==> config.mk <==
export PLATFORM = sky130hd
export DESIGN_NAME = linear_interp_resampler_core
export DESIGN_NICKNAME = d
export VERILOG_FILES = /design/src/design/lir_pkg.sv /design/src/design/linear_interp_resampler_core.sv
export SDC_FILE = /design/constraint.sdc
export NUM_CORES = 1
export LEC_CHECK = 0
export BUFFER_PORTS_ARGS = -buffer_cell sky130_fd_sc_hd__buf_4
export CAP_MARGIN = 30
export CELL_PAD_IN_SITES_DETAIL_PLACEMENT = 1
export CELL_PAD_IN_SITES_GLOBAL_PLACEMENT = 1
export CORE_MARGIN = 5
export CORE_UTILIZATION = 54
export DETAILED_ROUTE_END_ITERATION = 8
export PLACE_DENSITY = 0.85
export RECOVER_POWER = 50
export SYNTH_ARGS = -nofsm -noshare
export SYNTH_HDL_FRONTEND = slang
export SYNTH_SLANG_ARGS = --single-unit
==> constraint.sdc <==
create_clock -name clk -period 27 [get_ports clk]
set_input_delay 2.7 -clock clk [delete_from_list [all_inputs] [get_ports clk]]
set_output_delay 2.7 -clock clk [all_outputs]
set_load 0.1 [all_outputs]
==> src/design/lir_pkg.sv <==
// shared types and constants for the linear interpolation resampler
package lir_pkg;

    // default number of fraction bits in phase and step
    localparam int FRAC_BITS_DEF = 16;

    // sample width of one channel
    localparam int SAMPLE_W = 16;

    // configuration register indexes
    localparam int CFG_IDX_W = 2;
    localparam logic [CFG_IDX_W-1:0] CFG_STEP_RATIO = 2'd0;
    localparam logic [CFG_IDX_W-1:0] CFG_STEREO     = 2'd1;
    localparam logic [CFG_IDX_W-1:0] CFG_BYPASS     = 2'd2;

    // sequencer states
    typedef enum logic [2:0] {
        ST_IDLE,
        ST_CHECK,
        ST_MUL_L,
        ST_MUL_R,
        ST_FIN,
        ST_SEND
    } state_t;

endpackage

==> src/design/linear_interp_resampler_core.sv <==
// linear interpolation sample rate converter with one shared multiplier
// a frame that interpolates passes CHECK, MUL_L, MUL_R and FIN before its first result in SEND
// each further result runs MUL_L, MUL_R, FIN on the shared 17-bit multiplier, then waits in SEND
// one frame gives up to 16 results, or none when the phase is at or above 1.0 in CHECK
// bypass frames and the first stored frame skip the multiplier; no frame is taken while one is in work
// reset: step 1.0, mono, no bypass, previous frame and phase cleared, no frame seen
module linear_interp_resampler_core #(
    parameter int FRAC_BITS = lir_pkg::FRAC_BITS_DEF
) (
    input  logic                              clk,
    input  logic                              rst_n,
    // input frame channel
    input  logic                              in_valid,
    output logic                              in_ready,
    input  logic signed [lir_pkg::SAMPLE_W-1:0] left_sample,
    input  logic signed [lir_pkg::SAMPLE_W-1:0] right_sample,
    // result channel
    output logic                              out_valid,
    input  logic                              out_ready,
    output logic signed [lir_pkg::SAMPLE_W-1:0] out_left,
    output logic signed [lir_pkg::SAMPLE_W-1:0] out_right,
    output logic                              run_last,
    // configuration write port
    input  logic                              cfg_wen,
    input  logic [lir_pkg::CFG_IDX_W-1:0]     cfg_index,
    input  logic [FRAC_BITS+6:0]              cfg_data
);

    localparam int SW     = lir_pkg::SAMPLE_W;
    localparam int ST_W   = FRAC_BITS + 7;          // step register width
    localparam int PH_W   = FRAC_BITS + 8;          // phase accumulator width
    localparam int DIFF_W = SW + 1;                 // b - a
    localparam int PROD_W = DIFF_W + FRAC_BITS + 1; // (b - a) * frac, also the lerp numerator

    localparam logic [PH_W-1:0] ONE_FX   = PH_W'(1) << FRAC_BITS;
    localparam logic [ST_W-1:0] STEP_MIN = ST_W'(1) << (FRAC_BITS - 4);
    localparam logic [ST_W-1:0] STEP_MAX = ST_W'(1) << (FRAC_BITS + 6);
    localparam logic [ST_W-1:0] STEP_RST = ST_W'(1) << FRAC_BITS;

    // control state
    lir_pkg::state_t state_reg, state_next;
    logic [ST_W-1:0] step_ratio_reg, step_ratio_next;
    logic            stereo_reg, stereo_next;
    logic            bypass_reg, bypass_next;
    logic            have_prev_reg, have_prev_next;
    logic [PH_W-1:0] phase_reg, phase_next;
    logic            out_valid_reg, out_valid_next;
    logic            byp_run_reg, byp_run_next;     // current transaction is a bypass frame

    // payload
    logic signed [SW-1:0]     cur_l_reg, cur_l_next;
    logic signed [SW-1:0]     cur_r_reg, cur_r_next;
    logic signed [SW-1:0]     prev_l_reg, prev_l_next;
    logic signed [SW-1:0]     prev_r_reg, prev_r_next;
    logic signed [PROD_W-1:0] prod_reg, prod_next;
    logic signed [SW-1:0]     out_left_reg, out_left_next;
    logic signed [SW-1:0]     out_right_reg, out_right_next;
    logic                     last_reg, last_next;

    // datapath
    logic [ST_W-1:0]            step_use;
    logic [PH_W-1:0]            phase_sum;
    logic signed [DIFF_W-1:0]   diff_s;
    logic signed [FRAC_BITS:0]  frac_s;
    logic signed [PROD_W-1:0]   prod;
    logic signed [SW-1:0]       a_sel;
    logic signed [PROD_W-1:0]   base_s;
    logic signed [PROD_W-1:0]   num;
    logic                       round_up;
    logic signed [SW-1:0]       lerp;

    // clamp the step to 1/16 .. 64 so one frame gives at most 16 results
    always_comb
    begin
        priority if (step_ratio_reg < STEP_MIN)
        begin
            step_use = STEP_MIN;
        end
        else if (step_ratio_reg > STEP_MAX)
        begin
            step_use = STEP_MAX;
        end
        else
        begin
            step_use = step_ratio_reg;
        end
    end

    assign phase_sum = phase_reg + PH_W'(step_use);

    // shared multiplier: left difference in MUL_L, right difference in MUL_R
    always_comb
    begin
        if (state_reg == lir_pkg::ST_MUL_L)
        begin
            diff_s = DIFF_W'(cur_l_reg) - DIFF_W'(prev_l_reg);
        end
        else
        begin
            diff_s = DIFF_W'(cur_r_reg) - DIFF_W'(prev_r_reg);
        end
    end

    // phase is below 1.0 whenever the multiplier is in use
    assign frac_s = signed'({1'b0, phase_reg[FRAC_BITS-1:0]});
    assign prod   = PROD_W'(diff_s) * PROD_W'(frac_s);

    // shared adder: a * 1.0 + product, then divide by 1.0 rounding toward zero
    assign a_sel    = (state_reg == lir_pkg::ST_MUL_R) ? prev_l_reg : prev_r_reg;
    assign base_s   = PROD_W'(signed'({a_sel, {FRAC_BITS{1'b0}}}));
    assign num      = base_s + prod_reg;
    assign round_up = num[PROD_W-1] & (|num[FRAC_BITS-1:0]);
    assign lerp     = SW'(num[PROD_W-1:FRAC_BITS]) + SW'(round_up);

    // sequencer and register next values
    always_comb
    begin
        state_next      = state_reg;
        step_ratio_next = step_ratio_reg;
        stereo_next     = stereo_reg;
        bypass_next     = bypass_reg;
        have_prev_next  = have_prev_reg;
        phase_next      = phase_reg;
        out_valid_next  = out_valid_reg;
        byp_run_next    = byp_run_reg;
        cur_l_next      = cur_l_reg;
        cur_r_next      = cur_r_reg;
        prev_l_next     = prev_l_reg;
        prev_r_next     = prev_r_reg;
        prod_next       = prod_reg;
        out_left_next   = out_left_reg;
        out_right_next  = out_right_reg;
        last_next       = last_reg;
        in_ready        = 1'b0;

        if (cfg_wen)
        begin
            unique case (cfg_index)
                lir_pkg::CFG_STEP_RATIO: step_ratio_next = cfg_data;
                lir_pkg::CFG_STEREO:     stereo_next     = cfg_data[0];
                lir_pkg::CFG_BYPASS:     bypass_next     = cfg_data[0];
                default:                 ;
            endcase
        end

        unique case (state_reg)
            lir_pkg::ST_IDLE:
            begin
                in_ready = 1'b1;
                if (in_valid)
                begin
                    cur_l_next = left_sample;
                    cur_r_next = right_sample;
                    priority if (bypass_reg)
                    begin
                        // frame goes straight out as a single result
                        out_left_next  = left_sample;
                        out_right_next = stereo_reg ? right_sample : '0;
                        last_next      = 1'b1;
                        out_valid_next = 1'b1;
                        byp_run_next   = 1'b1;
                        have_prev_next = 1'b1;
                        state_next     = lir_pkg::ST_SEND;
                    end
                    else if (!have_prev_reg)
                    begin
                        // first frame is only stored
                        prev_l_next    = left_sample;
                        prev_r_next    = right_sample;
                        have_prev_next = 1'b1;
                    end
                    else
                    begin
                        byp_run_next = 1'b0;
                        state_next   = lir_pkg::ST_CHECK;
                    end
                end
            end

            lir_pkg::ST_CHECK:
            begin
                if (phase_reg < ONE_FX)
                begin
                    state_next = lir_pkg::ST_MUL_L;
                end
                else
                begin
                    // large step: no result from this frame
                    phase_next  = phase_reg - ONE_FX;
                    prev_l_next = cur_l_reg;
                    prev_r_next = cur_r_reg;
                    state_next  = lir_pkg::ST_IDLE;
                end
            end

            lir_pkg::ST_MUL_L:
            begin
                prod_next  = prod;
                state_next = lir_pkg::ST_MUL_R;
            end

            lir_pkg::ST_MUL_R:
            begin
                out_left_next = lerp;
                prod_next     = prod;
                state_next    = lir_pkg::ST_FIN;
            end

            lir_pkg::ST_FIN:
            begin
                out_right_next = stereo_reg ? lerp : '0;
                phase_next     = phase_sum;
                last_next      = (phase_sum >= ONE_FX);
                out_valid_next = 1'b1;
                state_next     = lir_pkg::ST_SEND;
            end

            lir_pkg::ST_SEND:
            begin
                if (out_ready)
                begin
                    out_valid_next = 1'b0;
                    if (last_reg)
                    begin
                        prev_l_next = cur_l_reg;
                        prev_r_next = cur_r_reg;
                        if (!byp_run_reg)
                        begin
                            phase_next = phase_reg - ONE_FX;
                        end
                        state_next = lir_pkg::ST_IDLE;
                    end
                    else
                    begin
                        state_next = lir_pkg::ST_MUL_L;
                    end
                end
            end

            default:
            begin
                state_next = lir_pkg::ST_IDLE;
            end
        endcase
    end

    // control registers
    always_ff @(posedge clk or negedge rst_n)
    begin
        if (!rst_n)
        begin
            state_reg      <= lir_pkg::ST_IDLE;
            step_ratio_reg <= STEP_RST;
            stereo_reg     <= 1'b0;
            bypass_reg     <= 1'b0;
            have_prev_reg  <= 1'b0;
            phase_reg      <= '0;
            out_valid_reg  <= 1'b0;
            byp_run_reg    <= 1'b0;
            prev_l_reg     <= '0;
            prev_r_reg     <= '0;
        end
        else
        begin
            state_reg      <= state_next;
            step_ratio_reg <= step_ratio_next;
            stereo_reg     <= stereo_next;
            bypass_reg     <= bypass_next;
            have_prev_reg  <= have_prev_next;
            phase_reg      <= phase_next;
            out_valid_reg  <= out_valid_next;
            byp_run_reg    <= byp_run_next;
            prev_l_reg     <= prev_l_next;
            prev_r_reg     <= prev_r_next;
        end
    end

    // payload registers
    always_ff @(posedge clk)
    begin
        cur_l_reg     <= cur_l_next;
        cur_r_reg     <= cur_r_next;
        prod_reg      <= prod_next;
        out_left_reg  <= out_left_next;
        out_right_reg <= out_right_next;
        last_reg      <= last_next;
    end

    assign out_valid = out_valid_reg;
    assign out_left  = out_left_reg;
    assign out_right = out_right_reg;
    assign run_last  = last_reg;

    // no new frame is taken while a result transaction is pending
    a_busy_while_out: assert property (@(posedge clk) disable iff (!rst_n)
        out_valid |-> !in_ready)
        else $error("input accepted while result pending");

    // a result that is not the last leaves the phase below 1.0
    a_phase_not_last: assert property (@(posedge clk) disable iff (!rst_n)
        (out_valid && !run_last) |-> (phase_reg < ONE_FX))
        else $error("non-final result with phase at or above 1.0");

    // taking the last result of a frame frees the input side
    a_last_frees: assert property (@(posedge clk) disable iff (!rst_n)
        (out_valid && out_ready && run_last) |=> (in_ready && !out_valid))
        else $error("block not idle after last result");

    // the first stored frame gives no result and marks a frame as seen
    a_first_frame: assert property (@(posedge clk) disable iff (!rst_n)
        (in_valid && in_ready && !have_prev_reg && !bypass_reg)
        |=> (in_ready && have_prev_reg && !out_valid))
        else $error("first frame handling broken");

endmodule
==> results of run 1 <==
[metal layers]
layer | GRT usage | vias up | wire length [µm]
met5 | 0 | - | 0
met2 | 0.559 | 570 | 36200
met4 | 0.141 | 0 | 3370
li1 | - | 7963 | -
met3 | 0.0505 | 195 | 3750
met1 | 0.360 | 9204 | 25600
[metrics by stage]
step	std cells	util	hold WS (ns)
after floorplan	2388	-	0.450
after global placement	2962	0.579	0.464
after detailed placement	2962	0.579	0.475
after CTS	2994	0.595	0.493
after global routing	2999	0.592	0.531
final	2999	0.592	0.489
[layout make-up]
type	instances	area, µm²	share of cell area
Clock inverter	14	190	0.00785
Tap cell	532	666	0.0275
Multi-Input combinational cell	1694	15300	0.631
Sequential cell	186	5150	0.213
Timing Repair Buffer	142	935	0.0386
Clock buffer	18	439	0.0181
Inverter	413	1550	0.0640
[cells by family after synthesis]
logic type | Yosys count | share of synthesized area
adder cells (fa/ha/maj) | 444 | 0.341
AND/OR/NAND/NOR | 646 | 0.145
flip-flops | 186 | 0.230
buffers and inverters | 508 | 0.0875
multiplexers | 64 | 0.0302
XOR/XNOR | 95 | 0.0379
AO/OA/AOI/OAI | 445 | 0.128
[critical path: cells and delay by family, from the launching register on]
family          cells  cell delay, ns
compound gates      8            2.40
xor+xnor            1            0.09
fa+ha+maj           7            3.30
buf+inv             5            1.86
flops               1            0.62
simple gates        4            2.11
[worst max-delay path by stage]
stage                             start  slack, ns      endpoint
after CTS                 prev_r_reg[1]      17.68  prod_reg[30]
after global routing       state_reg[1]      15.82  prod_reg[27]
after floorplan            state_reg[2]      17.94  prod_reg[27]
after global placement    prev_r_reg[1]      18.10  prod_reg[30]
after detailed placement  prev_l_reg[0]      17.73  prod_reg[30]
final                      state_reg[1]      16.33  prod_reg[25]
[Yosys cell counts, types with 25 or more instances]
cell type / number
ha_1: 162
edfxtp_1: 99
xnor2_1: 60
xor2_1: 34
clkbuf_1: 74
o21ai_0: 143
o21ai_1: 30
mux2_2: 28
mux2i_1: 36
fa_1: 277
nand3_1: 44
and2_1: 130
inv_1: 413
nand2_1: 237
o21a_1: 32
dfrtp_1: 86
a21oi_1: 75
nor2_1: 99
a21o_1: 25
==> out/summary.txt, run 1 <==
Outcome -> finished with violations
Failing checks -> capacitance limit, slew limit
Leading cell types in the layout, fill and taps excluded -> inv_1, fa_1, nand2_1, ha_1, o21ai_0
Synth top area share -> 0.248
Crit. End Element -> flip-flop
Yosys warns -> 0
R2R cell count -> 25
Max clock buf depth -> 2
Final setup fails -> 0
Post-synth EDFFs -> 99
Kind of critical path -> flip-flop to flip-flop
Clock Latency Late Sink -> 0.45 ns
Critical path's most frequent cell -> fa_1
Gate Count Post-Synth -> 2,388
Setup crit start kind -> flip-flop
Fillers -> 4,638
Synthesized area -> 22,400 µm²
Slew Limit Fails -> 140
Synth Area per Inst -> 9.36 µm²
Clock-pin slew on the worst setup and hold paths -> 0.07 ns
Hold Buf Count CTS -> 0
Largest net degree at the start of global routing -> 72
Synth Flop Type -> edfxtp_1
Hold Path End -> prev_l_reg[4]
I/O Buffers -> 96
WHS Path Cells -> 2
CTS Sinks -> 186
IO Pins -> 97
Vias in the first global route -> 20,700
Post-CTS Setup Bufs -> 0
Post-route design area -> 24,200 µm²
Post-cts resize count -> 0
Dominant cell type by area after synthesis -> fa_1
Max_slew headroom -> -1.43
DRT Pass-1 Iters -> 5
Num CTS Buffers -> 17
# DRC -> 0
Pre-CTS WS -> 17.73 ns
Max stage delay on crit path -> 1.61 ns
Total track usage -> 0.308
Sequential area share after synthesis -> 0.230
DRT Wirelength -> 69,000 µm
Hold path start -> prev_l_reg[4]
DR iter-0 viols -> 961
Initial antenna violation count -> 3
Initial Utilization -> 0.546
Reg-to-Reg Start -> state_reg[1]
Synth area leaders -> fa_1, edfxtp_1, dfrtp_1
Tcrit/Tclk final -> 0.395
Worst-path maximum fanout -> 38
DR vias/cell -> 5.98
WP data required -> 27.19 ns
Number of flip-flops in the largest register -> 34
CTS tree -> done
Ant. Diodes -> 0
Die Area -> 45,600 µm²
Hpwl dp -> 53,300 µm
Worst Setup Slack, final -> 16.33 ns
Setup slack, reg-to-reg -> 16.33 ns
Maximum clock frequency -> 93.7 MHz
Die X -> 213 µm
FF+latch count, synth -> 186
Area growth, synth to finish -> 8.36%
Root Driver -> clkbuf_16
Core area -> 40,900 µm²
First-pass GRT wire length -> 110,000 µm
WL per Instance -> 23.0 µm
Final hold vios -> 0
Post-route ant nets -> 0
Post-DP Area -> 23,700 µm²
Max_cap viols -> 3
Post-Route Skew -> 0.0129 ns
Setup TNS -> 0 ns
Die Y -> 213 µm
Hold Crit Class -> flip-flop to flip-flop
R2R Path End -> prod_reg[25]
Commonest non-fill, non-tap cell in the layout -> inv_1
Post-synth cell types -> 91
Slowest CP cell -> clkbuf_1
RSZ-0062 raised after global routing -> false
Crit path time final -> 10.67 ns
Net Count, Synth -> 2,889
Via Count -> 17,900
Layout cells sized above 1 -> 0.0815
H-tree levels -> 4
Placer Congestion -> 0.931
Post-synth ARST share -> 0.468
Cell Rows -> 74
Crit path DAT -> 10.86 ns
Worst Tran Pin Value -> 3.64 ns
GR Overflow Total -> 0
Nets -> 2,955
Power of run 1 is left out: the tool's default activity adds up to more than one toggle a clock period on the data nets, which glitch-free logic cannot reach.
==> run 2: changes to the inputs <==
--- a/config.mk
+++ b/config.mk
@@ -10,9 +10,9 @@
 export CELL_PAD_IN_SITES_DETAIL_PLACEMENT = 1
 export CELL_PAD_IN_SITES_GLOBAL_PLACEMENT = 1
 export CORE_MARGIN = 5
-export CORE_UTILIZATION = 54
+export CORE_UTILIZATION = 50
 export DETAILED_ROUTE_END_ITERATION = 8
-export PLACE_DENSITY = 0.85
+export PLACE_DENSITY = 0.79
 export RECOVER_POWER = 50
 export SYNTH_ARGS = -nofsm -noshare
 export SYNTH_HDL_FRONTEND = slang
==> constraint.sdc (replaced) <==
create_clock -name clk -period 11.2 [get_ports clk]
set_input_delay 1.12 -clock clk [delete_from_list [all_inputs] [get_ports clk]]
set_output_delay 1.12 -clock clk [all_outputs]
set_load 0.1 [all_outputs]
==> out/summary.txt, run 2 (synthesis gave the netlist of run 1 again) <==
Outcome -> finished with violations
Failing checks -> capacitance limit, slew limit
Root Driver -> clkbuf_16
Post-route design area -> 24,200 µm² (-0.17%)
Slowest CP cell -> a2111oi_1
Slew Limit Fails -> 126 (-10%)
Total track usage -> 0.271 (-0.0373)
Clock-pin slew on the worst setup and hold paths -> 0.07 ns (about the same)
Crit path time final -> 9.31 ns (-1.36 ns)
Ant. Diodes -> 0 (unchanged)
WHS Path Cells -> 2 (unchanged)
Area growth, synth to finish -> 8.18%
Setup TNS -> 0 ns (unchanged)
CTS Sinks -> 186 (unchanged)
DR iter-0 viols -> 814 (-15%)
CTS tree -> done
Post-route ant nets -> 0 (unchanged)
Hpwl dp -> 51,700 µm (-3.0%)
Initial antenna violation count -> 1 (-2)
Crit path DAT -> 9.51 ns (-1.35 ns)
Core area -> 44,200 µm² (+8.1%)
Reg-to-Reg Start -> prev_l_reg[0]
Max clock buf depth -> 2 (unchanged)
DR vias/cell -> 5.77 (-3.5%)
Cell Rows -> 77 (+4.1%)
Number of flip-flops in the largest register -> 34 (unchanged)
H-tree levels -> 4 (unchanged)
Die Area -> 49,000 µm² (+7.6%)
Post-cts resize count -> 0 (unchanged)
R2R cell count -> 32 (+28%)
Placed cell count -> 3,020 (+2.0%)
WL per Instance -> 21.6 µm (-6.1%)
Nets -> 2,950 (-0.17%)
Max_slew headroom -> -1.63 (-0.206)
Tcrit/Tclk final -> 0.831 (+0.436)
Hold Crit Class -> flip-flop to flip-flop
Setup crit start kind -> flip-flop
Final hold vios -> 0 (unchanged)
DRT Pass-1 Iters -> 4 (-1)
Largest net degree at the start of global routing -> 68 (-5.6%)
Clock Latency Late Sink -> 0.46 ns (about the same)
Post-CTS Setup Bufs -> 0 (unchanged)
# DRC -> 0 (unchanged)
Crit. End Element -> flip-flop
I/O Buffers -> 96 (unchanged)
Maximum clock frequency -> 107 MHz (+15%)
Max stage delay on crit path -> 0.80 ns (-0.81 ns)
GR Overflow Total -> 0 (unchanged)
DRT Wirelength -> 66,000 µm (-4.3%)
Placer Congestion -> 0.872 (-6.3%)
Die Y -> 221 µm (+3.7%)
First-pass GRT wire length -> 108,000 µm (-1.7%)
Die X -> 221 µm (+3.7%)
Final setup fails -> 0 (unchanged)
IO Pins -> 97 (unchanged)
Commonest non-fill, non-tap cell in the layout -> inv_1
Worst Tran Pin Value -> 3.95 ns (+0.308 ns)
RSZ-0062 raised after global routing -> false
R2R Path End -> prod_reg[30]
Vias in the first global route -> 20,300 (-1.6%)
Initial Utilization -> 0.506 (-0.0407)
Num CTS Buffers -> 17 (unchanged)
Layout cells sized above 1 -> 0.0743 (-0.00715)
Worst-path maximum fanout -> 16 (-58%)
Post-Route Skew -> 0.0196 ns (+0.00675 ns)
Via Count -> 17,600 (-1.7%)
Setup slack, reg-to-reg -> 1.89 ns (-14.44 ns)
Hold path start -> prev_l_reg[7]
Kind of critical path -> flip-flop to flip-flop
WP data required -> 11.40 ns (-15.79 ns)
Hold Buf Count CTS -> 0 (unchanged)
Leading cell types in the layout, fill and taps excluded -> inv_1, fa_1, nand2_1, ha_1, o21ai_0
Final Instance Count excl. Fillers -> 3,054 (+1.8%)
Critical path's most frequent cell -> fa_1
Max_cap viols -> 3 (unchanged)
Hold Path End -> prev_l_reg[7]
Post-DP Area -> 23,800 µm² (+0.27%)
run 2: per-layer routing:
layer	up-vias	wire length (µm)	part of all wire	GRT usage
li1	7941	-	-	-
met1	9096	26600	0.40	0.332
met2	451	34700	0.53	0.499
met3	135	2620	0.040	0.0314
met4	0	2090	0.032	0.0909
met5	-	0	0	0
run 2: final cells by class:
cell class / count / area [µm²]
timing repair buffer: 137 / 827
inverter: 413 / 1550
fill: 5076 / 20000
tap: 592 / 741
clock buffer: 18 / 429
clock inverter: 14 / 184
sequential: 186 / 5150
multi-input combinational: 1694 / 15300
run 2: per-stage QoR:
stage	util	hold slack, ns	setup slack [ns]
after global placement	0.537	0.463	2.30
after CTS	0.552	0.487	1.99
after detailed placement	0.538	0.470	2.04
final	0.547	0.483	1.89
after global routing	0.547	0.521	1.43
after floorplan	-	0.450	2.14
run 2: worst max-delay path: cells and delay by family (launching register included):
kind | cells | cell delay [ns]
mux | 1 | 0.13
fa+ha+maj | 9 | 4.06
flops | 1 | 0.42
compound gates | 12 | 3.12
simple gates | 3 | 0.48
xor+xnor | 2 | 0.34
buf+inv | 5 | 0.48
run 2: worst max path at each step:
stage | from | to | depth (start not counted)
floorplan | state_reg[2] | prod_reg[27] | 27
global placement | prev_l_reg[1] | prod_reg[30] | 29
detailed placement | prev_l_reg[0] | prod_reg[30] | 32
CTS | prev_l_reg[0] | prod_reg[30] | 32
global route | cur_l_reg[0] | prod_reg[30] | 32
finish | prev_l_reg[0] | prod_reg[30] | 32
Power of run 2 is left out for the same reason.
==> run 3: changes to the inputs <==
--- a/config.mk
+++ b/config.mk
@@ -5,14 +5,15 @@
 export SDC_FILE = /design/constraint.sdc
 export NUM_CORES = 1
 export LEC_CHECK = 0
+export ABC_AREA = 1
 export BUFFER_PORTS_ARGS = -buffer_cell sky130_fd_sc_hd__buf_4
 export CAP_MARGIN = 30
 export CELL_PAD_IN_SITES_DETAIL_PLACEMENT = 1
 export CELL_PAD_IN_SITES_GLOBAL_PLACEMENT = 1
 export CORE_MARGIN = 5
-export CORE_UTILIZATION = 50
+export CORE_UTILIZATION = 44
 export DETAILED_ROUTE_END_ITERATION = 8
-export PLACE_DENSITY = 0.79
+export PLACE_DENSITY = 0.76
 export RECOVER_POWER = 50
 export SYNTH_ARGS = -nofsm -noshare
 export SYNTH_HDL_FRONTEND = slang
==> constraint.sdc (replaced) <==
create_clock -name clk -period 7.5 [get_ports clk]
set_input_delay 0.75 -clock clk [delete_from_list [all_inputs] [get_ports clk]]
set_output_delay 0.75 -clock clk [all_outputs]
set_load 0.1 [all_outputs]
==> out/summary.txt, run 3 <==
WL per Instance -> 20.4 µm (-5.5%)
I/O Buffers -> 96 (unchanged)
Area growth, synth to finish -> 13.2%
First-pass GRT wire length -> 118,000 µm (+9.1%)
DR WL met2 -> 37,200 µm (+7.0%)
Fillers -> 6,362 (+25%)
Total track usage -> 0.264 (-0.00674)
Hold path start -> cfg_data[10]
Sequential area share after synthesis -> 0.225 (-0.00566)
Final core occ -> 0.504 (-0.0431)
Max stage delay on crit path -> 0.56 ns (-0.24 ns)
Clock-pin slew on the worst setup and hold paths -> 0.08 ns (about the same)
Kind of critical path -> flip-flop to flip-flop
Routed length on met3 -> 3790 µm (+45%)
Setup crit start kind -> flip-flop
Synth Flop Type -> edfxtp_1
WP data required -> 7.73 ns (-3.67 ns)
Crit path time final -> 7.28 ns (-2.02 ns)
Critical path's most frequent cell -> fa_1
CTS Sinks -> 186 (unchanged)
Slew Limit Fails -> 164 (+30%)
M1 WL -> 32,700 µm (+23%)
DRT Wirelength -> 76,300 µm (+16%)
Worst-path maximum fanout -> 9 (-7)
Vias in the first global route -> 21,500 (+5.6%)
Synth Area per Inst -> 7.95 µm² (-15%)
Max_cap viols -> 4 (+1)
DR iter-0 viols -> 1,269 (+56%)
Num CTS Buffers -> 17 (unchanged)
Ant. Diodes -> 0 (unchanged)
Count leader, synth -> inv_1
Post-DP Area -> 25,000 µm² (+5.3%)
Largest net degree at the start of global routing -> 63 (-7.4%)
Crit. End Element -> flip-flop
Post-Route Skew -> 0.0226 ns (+0.00303 ns)
Synthesized area -> 22,900 µm² (+2.5%)
R2R Path End -> prod_reg[23]
Worst Tran Pin Value -> 3.16 ns (-0.787 ns)
Post-route ant nets -> 0 (unchanged)
Register Area -> 5150 µm² (unchanged)
Crit path DAT -> 7.51 ns (-2.00 ns)
Clock Latency Late Sink -> 0.50 ns (+0.04 ns)
Initial antenna violation count -> 0 (-1)
Final hold slack -> 0.482 ns (-0.00133 ns)
DRT Pass-1 Iters -> 5 (+1)
Post-synth cell types -> 53 (-42%)
Die Y -> 238 µm (+7.6%)
Net Count, Synth -> 3,384 (+17%)
Reg-to-Reg Start -> cur_r_reg[2]
Nets -> 3,543 (+20%)
Initial Utilization -> 0.445 (-0.0606)
Synth top area share -> 0.242 (-0.00609)
Gate Count Post-Synth -> 2,883 (+21%)
Max clock buf depth -> 2 (unchanged)
Post-synth ARST share -> 0.468 (unchanged)
Hold Crit Class -> input pin to flip-flop
Yosys warns -> 0 (unchanged)
Via Count -> 20,100 (+14%)
Max_slew headroom -> -1.11 (+0.525)
Leading cell types in the layout, fill and taps excluded -> inv_1, nand2_1, nor2_1, fa_1, a21oi_1
Maximum clock frequency -> 137 MHz (+28%)
Commonest non-fill, non-tap cell in the layout -> inv_1
Most frequent cells after synthesis -> inv_1, nand2_1, nor2_1
GR Overflow Total -> 0 (unchanged)
Die Area -> 56,800 µm² (+16%)
Root Driver -> clkbuf_16
Die X -> 238 µm (+7.6%)
Dominant cell type by area after synthesis -> fa_1
Hpwl dp -> 63,200 µm (+22%)
Setup slack, reg-to-reg -> 0.22 ns (-1.68 ns)
Tcrit/Tclk final -> 0.971 (+0.140)
H-tree levels -> 4 (unchanged)
Slowest CP cell -> fa_1
Synth area leaders -> fa_1, edfxtp_1, inv_1
Post-synth EDFFs -> 99 (unchanged)
Post-route design area -> 26,000 µm² (+7.3%)
# DRC -> 0 (unchanged)
IO Pins -> 97 (unchanged)
Hold Path End -> step_ratio_reg[10]
WHS Path Cells -> 2 (unchanged)
Layout cells sized above 1 -> 0.124 (+0.0501)
R2R cell count -> 32 (unchanged)
Core area -> 51,500 µm² (+16%)
Final hold vios -> 0 (unchanged)
Outcome -> finished with violations
FF+latch count, synth -> 186 (unchanged)
Area of the multi-input gates -> 15,800 µm² (+3.0%)
CTS tree -> done
Placer Congestion -> 0.926 (+6.2%)
Final setup fails -> 0 (unchanged)
Number of flip-flops in the largest register -> 34 (unchanged)
Cell Rows -> 83 (+7.8%)
Top sig layer -> met4
Failing checks -> capacitance limit, slew limit
DR vias/cell -> 5.37 (-7.0%)
[run 3: layout make-up]
| type | count | area share |
|---|---|---|
| Multi-Input combinational cell | 2037 | 0.607 |
| Tap cell | 680 | 0.0328 |
| Inverter | 595 | 0.0862 |
| Clock inverter | 14 | 0.00685 |
| Timing Repair Buffer | 205 | 0.0520 |
| Clock buffer | 18 | 0.0165 |
| Sequential cell | 186 | 0.198 |
[run 3: timing repair]
item                       CTS  global route
setup endpoints to repair    8            18
hold buffers                 0             0
buffers inserted             0             6
hold endpoints to repair     0             0
gates resized for setup      3           116
pin swaps                    1            25
[run 3: per-stage QoR]
step	instances	setup TNS [ns]	setup WS [ns]
5_1_grt	3735	-0.438	-0.0851
6_report	3735	0	0.216
4_1_cts	3729	0	0.0216
3_3_place_gp	3696	0	0.0835
3_5_place_dp	3697	-0.385	-0.103
2_1_floorplan	2883	0	0.311
[run 3: worst max-delay path, delay by kind of cell (launching register included)]
kind | cells | cell delay (ns)
adders and majority gates | 8 | 3.78
and+or+nand+nor | 12 | 1.29
AOI/OAI and AO/OA | 5 | 0.77
buffers and inverters | 7 | 0.70
DFF | 1 | 0.47
[run 3: worst max-delay path by stage]
stage / startpoint / endpoint / cells after the start
5_1_grt: cur_r_reg[2] / prod_reg[31] / 33
2_1_floorplan: state_reg[1] / prod_reg[32] / 28
4_1_cts: cur_r_reg[3] / prod_reg[32] / 33
6_report: cur_r_reg[2] / prod_reg[23] / 32
3_5_place_dp: cur_r_reg[3] / prod_reg[29] / 33
3_3_place_gp: cur_r_reg[2] / prod_reg[28] / 32
[run 3: cell families after synthesis]
group,after synthesis,synth area share
AO/OA/AOI/OAI,367,0.0877
XOR/XNOR,83,0.0329
flip-flops,186,0.225
buffers and inverters,660,0.109
adder cells (fa/ha/maj),439,0.330
AND/OR/NAND/NOR,1138,0.210
multiplexers,10,0.00491
[run 3: layer usage]
layer	vias up	track usage
li1	9312	-
met3	119	0.0342
met1	10100	0.350
met5	-	0
met2	554	0.453
met4	0	0.0868
Power of run 3 is left out for the same reason.
